**config.mk**
```make
export PLATFORM = sky130hd
export DESIGN_NAME = timed_dismissal_table_unit
export DESIGN_NICKNAME = d
export VERILOG_FILES = /design/src/design/tdt_pkg.sv /design/src/design/tdt_front.sv /design/src/design/tdt_queue.sv /design/src/design/tdt_back.sv /design/src/design/timed_dismissal_table_unit.sv
export SDC_FILE = /design/constraint.sdc
export NUM_CORES = 1
export LEC_CHECK = 0
export BUFFER_PORTS_ARGS = -buffer_cell sky130_fd_sc_hd__buf_2
export CAP_MARGIN = 20
export CORE_UTILIZATION = 55
export DETAILED_ROUTE_END_ITERATION = 12
export PLACE_DENSITY = 0.73
export SLEW_MARGIN = 20
export SYNTH_ARGS = -nofsm -noshare
export SYNTH_HDL_FRONTEND = slang
export SYNTH_SLANG_ARGS = --single-unit
```
**constraint.sdc**
```tcl
create_clock -name clk -period 13.45 [get_ports clk]
set_clock_uncertainty 0.1 [all_clocks]
set_input_delay 2.0175 -clock clk [delete_from_list [all_inputs] [get_ports clk]]
set_output_delay 2.0175 -clock clk [all_outputs]
set_load 0.02 [all_outputs]
```
**src/design/tdt_pkg.sv**
```systemverilog
package tdt_pkg;

  // Fixed field widths.
  localparam int KEY_W  = 64;
  localparam int TIME_W = 32;
  localparam int GRACE_W = 16;
  localparam int MODE_W = 2;

  // Defaults for the top-level parameters.
  localparam int ENTRIES_DEFAULT   = 4;
  localparam int KEY_BYTES_DEFAULT = 8;

  // Depth of the request queue between front and back; a power of two.
  localparam int QUEUE_DEPTH = 2;
  localparam int QUEUE_PTR_W = (QUEUE_DEPTH > 1) ? $clog2(QUEUE_DEPTH) : 1;

  localparam logic [GRACE_W-1:0] GRACE_RESET = 16'd120;

  // Operation codes carried on the mode field.
  localparam logic [MODE_W-1:0] MODE_QUERY  = 2'd0;
  localparam logic [MODE_W-1:0] MODE_RECORD = 2'd1;
  localparam logic [MODE_W-1:0] MODE_EXPIRE = 2'd2;

  // A classified request as it waits in the queue.
  typedef struct packed {
    logic [MODE_W-1:0] op;
    logic              key_empty;
    logic [KEY_W-1:0]  key_val;
    logic [TIME_W-1:0] now_val;
    logic [TIME_W-1:0] stop_val;
  } req_t;

  // Queue occupancy as seen by the front and the back.
  typedef struct packed {
    logic full;
    logic empty;
  } q_stat_t;

endpackage

```
**src/design/tdt_front.sv**
```systemverilog
module tdt_front import tdt_pkg::*; #(
  parameter int KEY_BYTES = KEY_BYTES_DEFAULT
) (
  input  logic               clk,
  input  logic               rst,
  input  logic               start,
  input  logic [MODE_W-1:0]  mode,
  input  logic [KEY_W-1:0]   key,
  input  logic [TIME_W-1:0]  now_time,
  input  logic [TIME_W-1:0]  start_time,
  input  logic [TIME_W-1:0]  end_time,
  input  logic               has_end,
  input  logic               grace_we,
  input  logic [GRACE_W-1:0] grace_wdata,
  input  q_stat_t            q_stat,
  output logic               busy,
  output logic               push,
  output req_t               push_req
);

  localparam int KeyW = 8 * KEY_BYTES;

  logic [GRACE_W-1:0] grace;
  logic [TIME_W:0]    grace_sum;
  logic [TIME_W-1:0]  grace_stop;

  // Grace period register.
  always_ff @(posedge clk) begin
    if (rst) begin
      grace <= GRACE_RESET;
    end else if (grace_we) begin
      grace <= grace_wdata;
    end
  end

  // Start time plus grace, saturating at the top of the time range.
  assign grace_sum  = {1'b0, start_time} + {{(TIME_W + 1 - GRACE_W){1'b0}}, grace};
  assign grace_stop = grace_sum[TIME_W] ? {TIME_W{1'b1}} : grace_sum[TIME_W-1:0];

  // A request is taken whenever the queue has room.
  assign busy = q_stat.full;
  assign push = start && !busy;

  // Classify the request: empty-key detection and end time selection.
  always_comb begin
    push_req.op        = mode;
    push_req.key_empty = (key[KeyW-1:0] == '0);
    push_req.key_val   = key;
    push_req.now_val   = now_time;
    push_req.stop_val  = (has_end && (end_time > start_time)) ? end_time : grace_stop;
  end

endmodule

```
**src/design/tdt_queue.sv**
```systemverilog
module tdt_queue import tdt_pkg::*; (
  input  logic    clk,
  input  logic    rst,
  input  logic    push,
  input  req_t    push_req,
  input  logic    pop,
  output req_t    pop_req,
  output q_stat_t q_stat
);

  req_t                 slots [QUEUE_DEPTH];
  logic [QUEUE_PTR_W-1:0] wr_ptr;
  logic [QUEUE_PTR_W-1:0] rd_ptr;
  logic [QUEUE_PTR_W:0]   count;
  logic                   do_push;
  logic                   do_pop;

  assign q_stat.full  = (count == (QUEUE_PTR_W + 1)'(QUEUE_DEPTH));
  assign q_stat.empty = (count == '0);
  assign do_push = push && !q_stat.full;
  assign do_pop  = pop && !q_stat.empty;
  assign pop_req = slots[rd_ptr];

  // Pointers and fill count; the depth is a power of two so pointers wrap.
  always_ff @(posedge clk) begin
    if (rst) begin
      wr_ptr <= '0;
      rd_ptr <= '0;
      count  <= '0;
    end else begin
      if (do_push) begin
        wr_ptr <= wr_ptr + 1'b1;
      end
      if (do_pop) begin
        rd_ptr <= rd_ptr + 1'b1;
      end
      if (do_push && !do_pop) begin
        count <= count + 1'b1;
      end else if (do_pop && !do_push) begin
        count <= count - 1'b1;
      end
    end
  end

  // Request storage.
  always_ff @(posedge clk) begin
    if (do_push) begin
      slots[wr_ptr] <= push_req;
    end
  end

endmodule

```
**src/design/tdt_back.sv**
```systemverilog
module tdt_back import tdt_pkg::*; #(
  parameter int ENTRIES   = ENTRIES_DEFAULT,
  parameter int KEY_BYTES = KEY_BYTES_DEFAULT
) (
  input  logic clk,
  input  logic rst,
  input  logic req_valid,
  input  req_t req,
  output logic done,
  output logic status,
  output logic blocked
);

  localparam int KeyW = 8 * KEY_BYTES;
  localparam int IdxW = (ENTRIES > 1) ? $clog2(ENTRIES) : 1;

  logic [KeyW-1:0]   key_q  [ENTRIES];
  logic [TIME_W-1:0] dis_q  [ENTRIES];
  logic [TIME_W-1:0] stop_q [ENTRIES];

  logic [KeyW-1:0]   rkey;
  logic              hit_found;
  logic [IdxW-1:0]   hit_idx;
  logic              slot_found;
  logic [IdxW-1:0]   slot_idx;
  logic [ENTRIES-1:0] expire_mask;
  logic              do_record;
  logic              do_expire;
  logic              blocked_next;
  logic              status_next;

  assign rkey = req.key_val[KeyW-1:0];

  // Parallel compare of all slots with a priority pick of the lowest index.
  always_comb begin
    hit_found   = 1'b0;
    hit_idx     = '0;
    slot_found  = 1'b0;
    slot_idx    = '0;
    expire_mask = '0;
    for (int i = 0; i < ENTRIES; i++) begin
      if (!hit_found && (key_q[i] == rkey)) begin
        hit_found = 1'b1;
        hit_idx   = IdxW'(i);
      end
      if (!slot_found && ((key_q[i] == '0) || (key_q[i] == rkey))) begin
        slot_found = 1'b1;
        slot_idx   = IdxW'(i);
      end
      expire_mask[i] = (key_q[i] != '0) && (req.now_val >= stop_q[i]);
    end
  end

  // Decide the outcome of the request at the head of the queue.
  always_comb begin
    do_record    = 1'b0;
    do_expire    = 1'b0;
    blocked_next = 1'b0;
    status_next  = 1'b0;
    case (req.op)
      MODE_QUERY: begin
        blocked_next = !req.key_empty && hit_found &&
                       (req.now_val < stop_q[hit_idx]) &&
                       (req.now_val >= dis_q[hit_idx]);
      end
      MODE_RECORD: begin
        status_next = req.key_empty;
        do_record   = req_valid && !req.key_empty;
      end
      MODE_EXPIRE: begin
        do_expire = req_valid;
      end
      default: begin
        blocked_next = 1'b0;
      end
    endcase
  end

  // Key store: cleared at reset, emptied by expiry, filled by record.
  always_ff @(posedge clk) begin
    if (rst) begin
      for (int i = 0; i < ENTRIES; i++) begin
        key_q[i] <= '0;
      end
    end else begin
      for (int i = 0; i < ENTRIES; i++) begin
        if (do_record && (slot_idx == IdxW'(i))) begin
          key_q[i] <= rkey;
        end else if (do_expire && expire_mask[i]) begin
          key_q[i] <= '0;
        end
      end
    end
  end

  // Times only matter while the key of their slot is non-empty.
  always_ff @(posedge clk) begin
    for (int i = 0; i < ENTRIES; i++) begin
      if (do_record && (slot_idx == IdxW'(i))) begin
        dis_q[i]  <= req.now_val;
        stop_q[i] <= req.stop_val;
      end
    end
  end

  // Registered result, shown for one cycle.
  always_ff @(posedge clk) begin
    if (rst) begin
      done    <= 1'b0;
      status  <= 1'b0;
      blocked <= 1'b0;
    end else begin
      done    <= req_valid;
      status  <= req_valid && status_next;
      blocked <= req_valid && blocked_next;
    end
  end

endmodule

```
**src/design/timed_dismissal_table_unit.sv**
```systemverilog
// Table of dismissed alert keys with dismissal and end times.
// Requests: pulse start with mode, key, now_time, start_time, end_time and
// has_end; a request is taken at a clock edge where start is high and busy
// is low. Mode 0 queries a key, mode 1 records a dismissal, mode 2 expires
// every entry whose end time has been reached.
// Results: every request gives one result, marked by done for exactly one
// cycle with status (1 for a record with an empty key) and blocked (the
// query answer). The receiver cannot stall; results are never held back.
// Each accepted request passes through a queue slot and then the result
// register before done rises.
// One request per cycle is sustained: the back end settles each request
// through a parallel compare of all table slots, so the
// queue between front and back never fills and busy never rises.
// The grace period register is written through grace_we and grace_wdata.
// Reset (rst, synchronous) empties the table, the queue and the result
// register, and sets the grace period to 120.
module timed_dismissal_table_unit import tdt_pkg::*; #(
  parameter int ENTRIES   = ENTRIES_DEFAULT,
  parameter int KEY_BYTES = KEY_BYTES_DEFAULT
) (
  input  logic               clk,
  input  logic               rst,
  input  logic               start,
  output logic               busy,
  input  logic [MODE_W-1:0]  mode,
  input  logic [KEY_W-1:0]   key,
  input  logic [TIME_W-1:0]  now_time,
  input  logic [TIME_W-1:0]  start_time,
  input  logic [TIME_W-1:0]  end_time,
  input  logic               has_end,
  input  logic               grace_we,
  input  logic [GRACE_W-1:0] grace_wdata,
  output logic               done,
  output logic               status,
  output logic               blocked
);

  logic    push;
  req_t    push_req;
  req_t    pop_req;
  q_stat_t q_stat;

  // Front end: takes and classifies requests.
  tdt_front #(
    .KEY_BYTES (KEY_BYTES)
  ) u_front (
    .clk         (clk),
    .rst         (rst),
    .start       (start),
    .mode        (mode),
    .key         (key),
    .now_time    (now_time),
    .start_time  (start_time),
    .end_time    (end_time),
    .has_end     (has_end),
    .grace_we    (grace_we),
    .grace_wdata (grace_wdata),
    .q_stat      (q_stat),
    .busy        (busy),
    .push        (push),
    .push_req    (push_req)
  );

  // Request queue between the two halves.
  tdt_queue u_queue (
    .clk      (clk),
    .rst      (rst),
    .push     (push),
    .push_req (push_req),
    .pop      (!q_stat.empty),
    .pop_req  (pop_req),
    .q_stat   (q_stat)
  );

  // Back end: operates on the table and produces the result.
  tdt_back #(
    .ENTRIES   (ENTRIES),
    .KEY_BYTES (KEY_BYTES)
  ) u_back (
    .clk       (clk),
    .rst       (rst),
    .req_valid (!q_stat.empty),
    .req       (pop_req),
    .done      (done),
    .status    (status),
    .blocked   (blocked)
  );

endmodule

```
---- Word-level counts from Yosys, hierarchy flattened ----
Memory sizes are Yosys's and may differ from the RTL's. A register that Yosys moved wholly into a read port is not among the register bits.
Index checks and enable logic that the tools add are counted.
storage, ports and cells
  bits in registers ....................... 23
  latch bits .............................. 0
  bits in writable memories ............... 774
  bits in read-only memories .............. 0
  output and inout port bits .............. 4
  word-level logic and storage cells ...... 188
  memories ................................ 4
memory list
  memory         depth  bits a word  rd ports  clocked after Yosys merged registers in  write ports  line             text
  u_queue.slots  2      131          1         1                                        1            tdt_queue.sv:11  req_t slots [QUEUE_DEPTH];
  u_back.key_q   4      64           4         0                                        4            tdt_back.sv:17   logic [KeyW-1:0] key_q [ENTRIES];
  u_back.dis_q   4      32           1         0                                        1            tdt_back.sv:18   logic [TIME_W-1:0] dis_q [ENTRIES];
  u_back.stop_q  4      32           5         0                                        1            tdt_back.sv:19   logic [TIME_W-1:0] stop_q [ENTRIES];
cells by class
  add/sub/neg operators ................... 5
  $mul .................................... 0
  div/mod/pow operators ................... 0
  order comparisons ....................... 7
  equal/unequal tests ..................... 10
  shift operators ......................... 0
  mux-type cells .......................... 85
  bitwise operators ....................... 8
  reduce and logical (&&, ||, !) cells .... 62
operators with widths
  kind                                                                    count
  64-bit two-way mux                                                      8
  64-bit logical NOT                                                      5
  64-bit equality test                                                    4
  32-bit two-way mux                                                      8
  64-bit nonzero test                                                     4
  32-bit OR reduction                                                     6
  32-bit >= comparator                                                    5
  1-bit two-way mux                                                       57
  32-bit by 16-bit adder with 33-bit output                               1
  32-bit > comparator                                                     1
  32-bit less-than comparator                                             1
  1-bit logical AND                                                       29
  2-bit two-way mux                                                       12
  1-bit logical NOT                                                       10
  2-bit equality test (second input constant)                             4
  1-bit bitwise OR                                                        8
  2-bit logical NOT                                                       3
  2-bit by 1-bit equality test with 1-bit output (second input constant)  2
  1-bit logical OR                                                        4
  1-bit adder (second input constant)                                     2
  2-bit by 1-bit adder with 2-bit output (second input constant)          1
  2-bit nonzero test                                                      1
  2-bit by 1-bit subtractor with 2-bit output (second input constant)     1

---- Depth between registers and ports, before layout ----
Gate-level depths: netlist of run 1.
An unclocked memory read counts as a cell.
  word-level depth ........................ 21
  gate-level depth with buffers ........... 24
  mapped depth without buffers ............ 19

---- By module ----
A second synthesis of run 1 with hierarchy kept.
second synthesis, totals
  cell total of the unflattened synthesis .. 3148
  area total of the unflattened synthesis .. 41238.3 um^2
modules (own cells, without submodules)
  module                      times used  cells each  area each (um^2)  seq. area each (um^2)
  tdt_back                    1           2246        27536.4           15434.8
  tdt_queue                   1           433         10045.9           7967.6
  tdt_front                   1           468         3652.3            320.3
  timed_dismissal_table_unit  1           1           3.8               0.0

---- Worst setup path after synthesis of run 1 ----
Ideal clock, no wire load.
  kind .................................... register to register
  start point ............................. register (tool-made name)
  end point ............................... memory u_back.key_q[0][100] in the netlist's numbering, enable pin
  arrival ................................. 9435 ps
  data required time ...................... 12689 ps
  slack ................................... 3254 ps
  cell stages (with the launch flop) ...... 16
  cells stage by stage .................... dfxtp_1 -> buf_4 -> buf_2 -> clkbuf_1 -> clkbuf_1 -> mux2_2 -> ha_1 -> a21o_1 -> a21o_1 -> a21o_1 -> a21o_1 -> a21oi_1 -> o21ai_0 -> or4_1 -> a21oi_1 -> o41ai_1
RTL lines
  what           line
  end, declared  tdt_back.sv:17

==> results of run 1 <==
[through the flow]
step           cell area (sq um)  hold slack (ns)  instances  power [mW]   util
4_1_cts                    44800            0.412       4210        7.84  0.624
3_3_place_gp               42000            0.384       4057        5.44  0.585
6_report                   44800            0.397       4214        7.87  0.624
5_1_grt                    44800            0.454       4214        8.13  0.624
3_5_place_dp               42000            0.397       4057        5.47  0.585
2_1_floorplan              40100            0.365       2994        4.70      -
[power breakdown]
part | internal (mW) | switching, mW | total (mW)
Sequential | 3.12 | 0.190 | 3.31
Clock | 1.38 | 0.999 | 2.38
Combinational | 0.774 | 1.40 | 2.18
[critical path, delay by kind of cell, from the launching register on]
| family | cells | cell delay [ns] |
|---|---|---|
| multiplexers | 1 | 0.49 |
| XOR/XNOR | 1 | 0.11 |
| AO/OA/AOI/OAI | 9 | 1.91 |
| buffers and inverters | 2 | 1.35 |
| flip-flops | 1 | 0.94 |
| adder cells (fa/ha/maj) | 1 | 0.34 |
| AND/OR/NAND/NOR | 5 | 2.76 |
[cells in the mapped netlist (all sizes together) (77+ instances only)]
cell      n  area, sq um
edfxtp  774        23200
ha      240         3000
inv     179          672
mux2     99         1110
mux2i   112         1880
nand2   123          462
nand4    77          482
nor2    256          961
nor3     81          596
nor4    156          991
o21ai   134          671
xnor2   262         2290
[logic make-up (layout without fill, tap and decap cells)]
logic type,after synthesis,count (layout),synth area share
compound gates,420,420,0.0687
mux,211,211,0.0747
fa+ha+maj,241,241,0.0754
xor+xnor,269,269,0.0588
other cells,0,3,0
flops,798,798,0.592
buf+inv,275,542,0.0294
simple gates,780,780,0.101
[sequential cells by signal, indices dropped and copies added (netlist names), 2 cells and up, named ones only]
register,count
u_queue.slots,262
u_back.key_q,256
u_back.dis_q,128
u_back.stop_q,128
u_front.grace,16
u_queue.count,2
[metal layers]
| metal | track usage | wire length (um) | vias to the layer above |
|---|---|---|---|
| li1 | - | - | 11700 |
| met1 | 0.473 | 50500 | 13000 |
| met2 | 0.449 | 49000 | 1363 |
| met3 | 0.0768 | 12500 | 178 |
| met4 | 0.0778 | 2790 | 6 |
| met5 | 0 | 35 | - |
[layout by cell type (no fill, tap or decap), drive strengths merged, types with 10 or more instances in the layout]
cell type / netlist / final
o21ai: 134 / 134
mux2i: 112 / 112
bufinv: 0 / 11
nor2b: 19 / 19
a21o: 74 / 74
xnor2: 262 / 262
clkbuf: 41 / 103
nand2b: 16 / 16
clkinv: 0 / 30
nor4: 156 / 156
o211ai: 41 / 41
dfxtp: 24 / 24
ha: 240 / 240
nand4: 77 / 77
mux2: 99 / 99
nor3: 81 / 81
inv: 179 / 185
a31oi: 10 / 10
edfxtp: 774 / 774
nand3: 14 / 14
o22a: 27 / 27
nor2: 256 / 256
nand2: 123 / 123
a21oi: 63 / 63
buf: 55 / 210
[final cells by class]
type | instances | area [sq um] | area share
timing repair buffer | 210 | 1150 | 0.0258
tap | 950 | 1190 | 0.0265
inverter | 179 | 672 | 0.0150
antenna | 3 | 7.51 | 0.000168
multi-input combinational | 1921 | 15300 | 0.341
clock inverter | 50 | 594 | 0.0133
clock buffer | 103 | 2190 | 0.0490
sequential | 798 | 23700 | 0.530
[worst paths after layout]
path                                       start          endpoint  cells after the start
worst max-delay path                   flip-flop    u_back.blocked                     19
worst min register to register  u_front.grace[9]  u_front.grace[9]                      2
worst max register to register         flip-flop    u_back.blocked                     19
worst min-delay path            u_front.grace[9]  u_front.grace[9]                      2
==> key figures, run 1 <==
Die
  – # IOs: around 190
  – Die Ht: roughly 270 um
  – Row count: 98
  – Die Wd: roughly 270 um
  – Core area: between 70000 and 80000 sq um
  – Initial core utilization: 0.559
  – Die area: 73900 sq um

STA
  – Final min period: roughly 8.3 ns
  – Unrepaired setup endpoints after global routing: no
  – Fin. max-slew vios: 0
  – Final setup viols: 0
  – Rel. slew slack: 0.161
  – Worst Tran Pin Value: 1.25 ns
  – Final TNS setup: 0 ns
  – Setup ws final: 5.16 ns
  – Final period util: 0.616
  – Final hold violations: 0
  – Fmax achieved: between 100 and 150 MHz

Route
  – DRT Pass-1 Iters: 6
  – Vias/cell: 6.23
  – 1st-iter DRT viols: around 3000
  – Routed wire per std cell: 27.3 um
  – Routed Antenna Nets: 0
  – DRC viols: 0
  – DRT Wirelength: between 100000 and 150000 um
  – Via count: ~26000

Synthesis
  – Async SR Flop Fraction: 0
  – Synthesized area per cell: around 13 sq um
  – Syn Inst Count: approximately 3000
  – Synth Cell Area: 40100 sq um
  – Post-synth cell types: 64
  – Mapped Nets: about 3400
  – Ys Warns: 0
  – Post-synth EDFFs: about 770
  – Yosys reg bits: 798
  – Top_reg_cell synth: edfxtp_1
  – Seq/Total Area, Yosys: 0.592

Clock tree
  – CTS H-tree lvls: 3
  – CTS buffer count: 85
  – Cts repair resizes: 0
  – Clock sinks: between 700 and 800
  – CTS tree: yes
  – Max clock buf depth: 3
  – Setup bufs post-CTS: 0
  – CTS Hold Bufs: 0
  – Clk root buf: clkbuf_16
  – Worst skew pair latency: between 0.6 and 0.7 ns
  – Clock transition at path regs: approximately 0.060 ns

Layout
  – P&R area growth vs syn: 11.8%
  – Nets: approximately 3600
  – Filler cells: roughly 5400
  – Layout cells sized above 1: 0.172

Worst setup path
  – CP peak stage delay: approximately 0.94 ns
  – WS Path Type: flip-flop to flip-flop
  – Worst Path Required: approximately 14 ns
  – CP startpoint kind: flip-flop
  – Crit Path Max Fanout: 88
  – Critical path data arrival time: 8.75 ns
  – Cell mode on critical path: o21ai_0
  – Crit path cell chain: buf_12 -> mux2i_4 -> xnor2_1 -> nor4_1 -> nand4_1 -> nor4_1 -> o21a_4 -> buf_4 -> o21ai_0 -> ha_1 -> nand2_1 -> o21ai_0 -> a21oi_1 -> o21ai_0 -> a31oi_1 -> o21ai_0 -> a221oi_1 -> or4b_2 -> a221oi_1
  – Endpoint class of the critical path: flip-flop
  – Slowest-stage cell, CP: dfxtp_4
  – R2R setup slack: roughly 5.2 ns

Outcome
  – Status: finished, final reports clean

Place
  – Detail Placement HPWL: between 80000 and 90000 um
  – Post-placement worst setup slack: 5.33 ns
  – PortBufs: about 190
  – GPL Wtd Cong: approximately 1.0

Global route
  – Vias in the first global route: around 25000
  – Initial antenna violation count: 8
  – Global-route wire length before repair: roughly 170000 um
  – Largest net degree at the start of global routing: about 190
  – Total gr overflow: 0
  – Total GRT Usage: 0.312

Flow run
  – Max Cap Viol: 0

Power and ir drop
  – Leak: 16.7 nW
  – Worst VDD drop: approximately 0.00022 V
  – Power per cell area: 176 nW/um^2

Hold path
  – Hold WC Path Type: flip-flop to flip-flop
(Power assumes the default switching activity.)
==> run 2: changes to the inputs <==
clock period = 7.7 ns   (was 13.45 ns; I/O delays follow)
==> key figures, run 2 (synthesis gave the netlist of run 1 again) <==
Layout
  – Nets: around 3700
  – Max FFs per register: about 260
  – Final core utilization: 0.629
  – Layout cells sized above 1: 0.180
  – Non-Filler Instances: between 4000 and 5000
  – Largest regs: u_queue.slots (262), u_back.key_q (256)
  – Top reg by flops: u_queue.slots
  – Commonest non-fill, non-tap cell in the layout: edfxtp_1
  – Highest-count cells in the layout ignoring fill and taps: edfxtp_1 (774), xnor2_1 (262), nor2_1 (255), ha_1 (240), buf_2 (185)
  – P&R area growth vs syn: 12.7%

Clock tree
  – Clock transition at path regs: approximately 0.060 ns
  – Cts repair resizes: 0
  – Clk root buf: clkbuf_16
  – CTS tree: yes
  – Clock sinks: ~800
  – Max clock buf depth: 3
  – CTS buffer count: 85
  – Setup bufs post-CTS: 0
  – CTS H-tree lvls: 3
  – CTS Hold Bufs: 0
  – Worst skew pair latency: between 0.6 and 0.7 ns

Worst setup path
  – CP startpoint kind: flip-flop
  – Critical path data arrival time: between 7 and 8 ns
  – Crit Path Max Fanout: 71
  – CP top delay family: compound AO/OA/AOI/OAI gates
  – Cell mode on critical path: o211ai_1
  – CP peak stage delay: 0.88 ns
  – Worst Path Required: ~8.1 ns
  – Slowest-stage cell, CP: dfxtp_4
  – CP bufs+invs: 4
  – Endpoint class of the critical path: flip-flop
  – WS Path Type: flip-flop to flip-flop
  – Crit path cell chain: buf_4 -> mux2i_4 -> o2bb2ai_1 -> nor4_1 -> nand4_1 -> or4_1 -> o211ai_1 -> buf_12 -> buf_4 -> nand2_1 -> o211ai_1 -> o21ai_0 -> ha_1 -> a21o_1 -> a2111oi_0 -> buf_4 -> o211ai_1 -> a31oi_1 -> o211ai_1 -> a221oi_1

STA
  – Worst hold slack: 0.397 ns
  – Setup ws final: ~0.52 ns
  – Final min period: between 7 and 8 ns
  – Final hold violations: 0
  – Final setup viols: 0
  – Rel. slew slack: 0.298
  – Fin. max-slew vios: 0
  – Final TNS setup: 0 ns
  – Fmax achieved: ~140 MHz
  – Worst Tran Pin Value: around 1.1 ns
  – Unrepaired setup endpoints after global routing: no
  – Final period util: 0.932

Die
  – Core area: between 70000 and 80000 sq um
  – Initial core utilization: 0.559
  – # IOs: 187
  – Die area: 73900 sq um
  – Row count: 98
  – Die Ht: roughly 270 um
  – Die Wd: between 200 and 300 um

Place
  – Detail Placement HPWL: 84700 um
  – Post-placement worst setup slack: slightly above 0.7 ns
  – PortBufs: 186
  – GPL Wtd Cong: a little over 1
  – Inst Count DP: between 4000 and 5000

Route
  – Routed Antenna Nets: 0
  – DRC viols: 0
  – DRT Pass-1 Iters: 6
  – 1st-iter DRT viols: 3046
  – Routed wire per std cell: roughly 27 um
  – Via count: between 20000 and 30000
  – DRT Wirelength: 117000 um
  – Vias/cell: ~6.3

Global route
  – Largest net degree at the start of global routing: approximately 130
  – Vias in the first global route: around 26000
  – Total GRT Usage: 0.316
  – Total gr overflow: 0
  – Global-route wire length before repair: approximately 170000 um
  – Initial antenna violation count: 9

Power and ir drop
  – Worst VDD drop: around 0.00037 V
  – Leak: approximately 17 nW
  – Power per cell area: about 310 nW/um^2

Flow run
  – Max Cap Viol: 0

Outcome
  – Status: finished, final reports clean

Hold path
  – Hold WC Path Type: flip-flop to flip-flop
run 2: metal layers:
metal | global-route usage | routed length [um] | share of wire
met5 | 0 | 26 | 0.00022
met4 | 0.0753 | 2280 | 0.020
met3 | 0.0731 | 13000 | 0.11
met2 | 0.453 | 49600 | 0.42
met1 | 0.485 | 51900 | 0.44
run 2: power breakdown:
| group | internal (mW) | leakage, nW | switching [mW] | total (mW) |
|---|---|---|---|---|
| clock | 2.42 | 1.37 | 1.73 | 4.14 |
| combinational | 1.40 | 7.95 | 2.51 | 3.91 |
| sequential | 5.45 | 7.60 | 0.333 | 5.78 |
run 2: through the flow:
stage / power [mW] / cell area (sq um)
floorplan: 8.21 / 40100
global placement: 9.59 / 42300
detailed placement: 9.66 / 42300
CTS: 13.8 / 45100
global route: 14.3 / 45100
finish: 13.8 / 45100
run 2: tightest hold or removal path: stages, from the launching register on:
cell,delay [ns]
dfxtp_1,0.33
mux2i_1,0.07
nor2_1,0.07
run 2: area by class of cell:
type / count / area (sq um)
multi-input cells: 1921 / 15300
repair buffers: 242 / 1480
well taps: 950 / 1190
clock buffers: 102 / 2190
diodes: 4 / 10.0
clock inverters: 56 / 611
flip-flops and latches: 798 / 23700
fillers: 5435 / 26600
inverters: 179 / 672
run 2: final timing paths:
kind,cells past startpoint,startpoint,to,slack (ns)
worst min register to register,2,u_front.grace[12],u_front.grace[12],0.40
worst max-delay path,20,flip-flop,u_back.blocked,0.52
worst max register to register,20,flip-flop,u_back.blocked,0.52
worst min-delay path,2,u_front.grace[12],u_front.grace[12],0.40
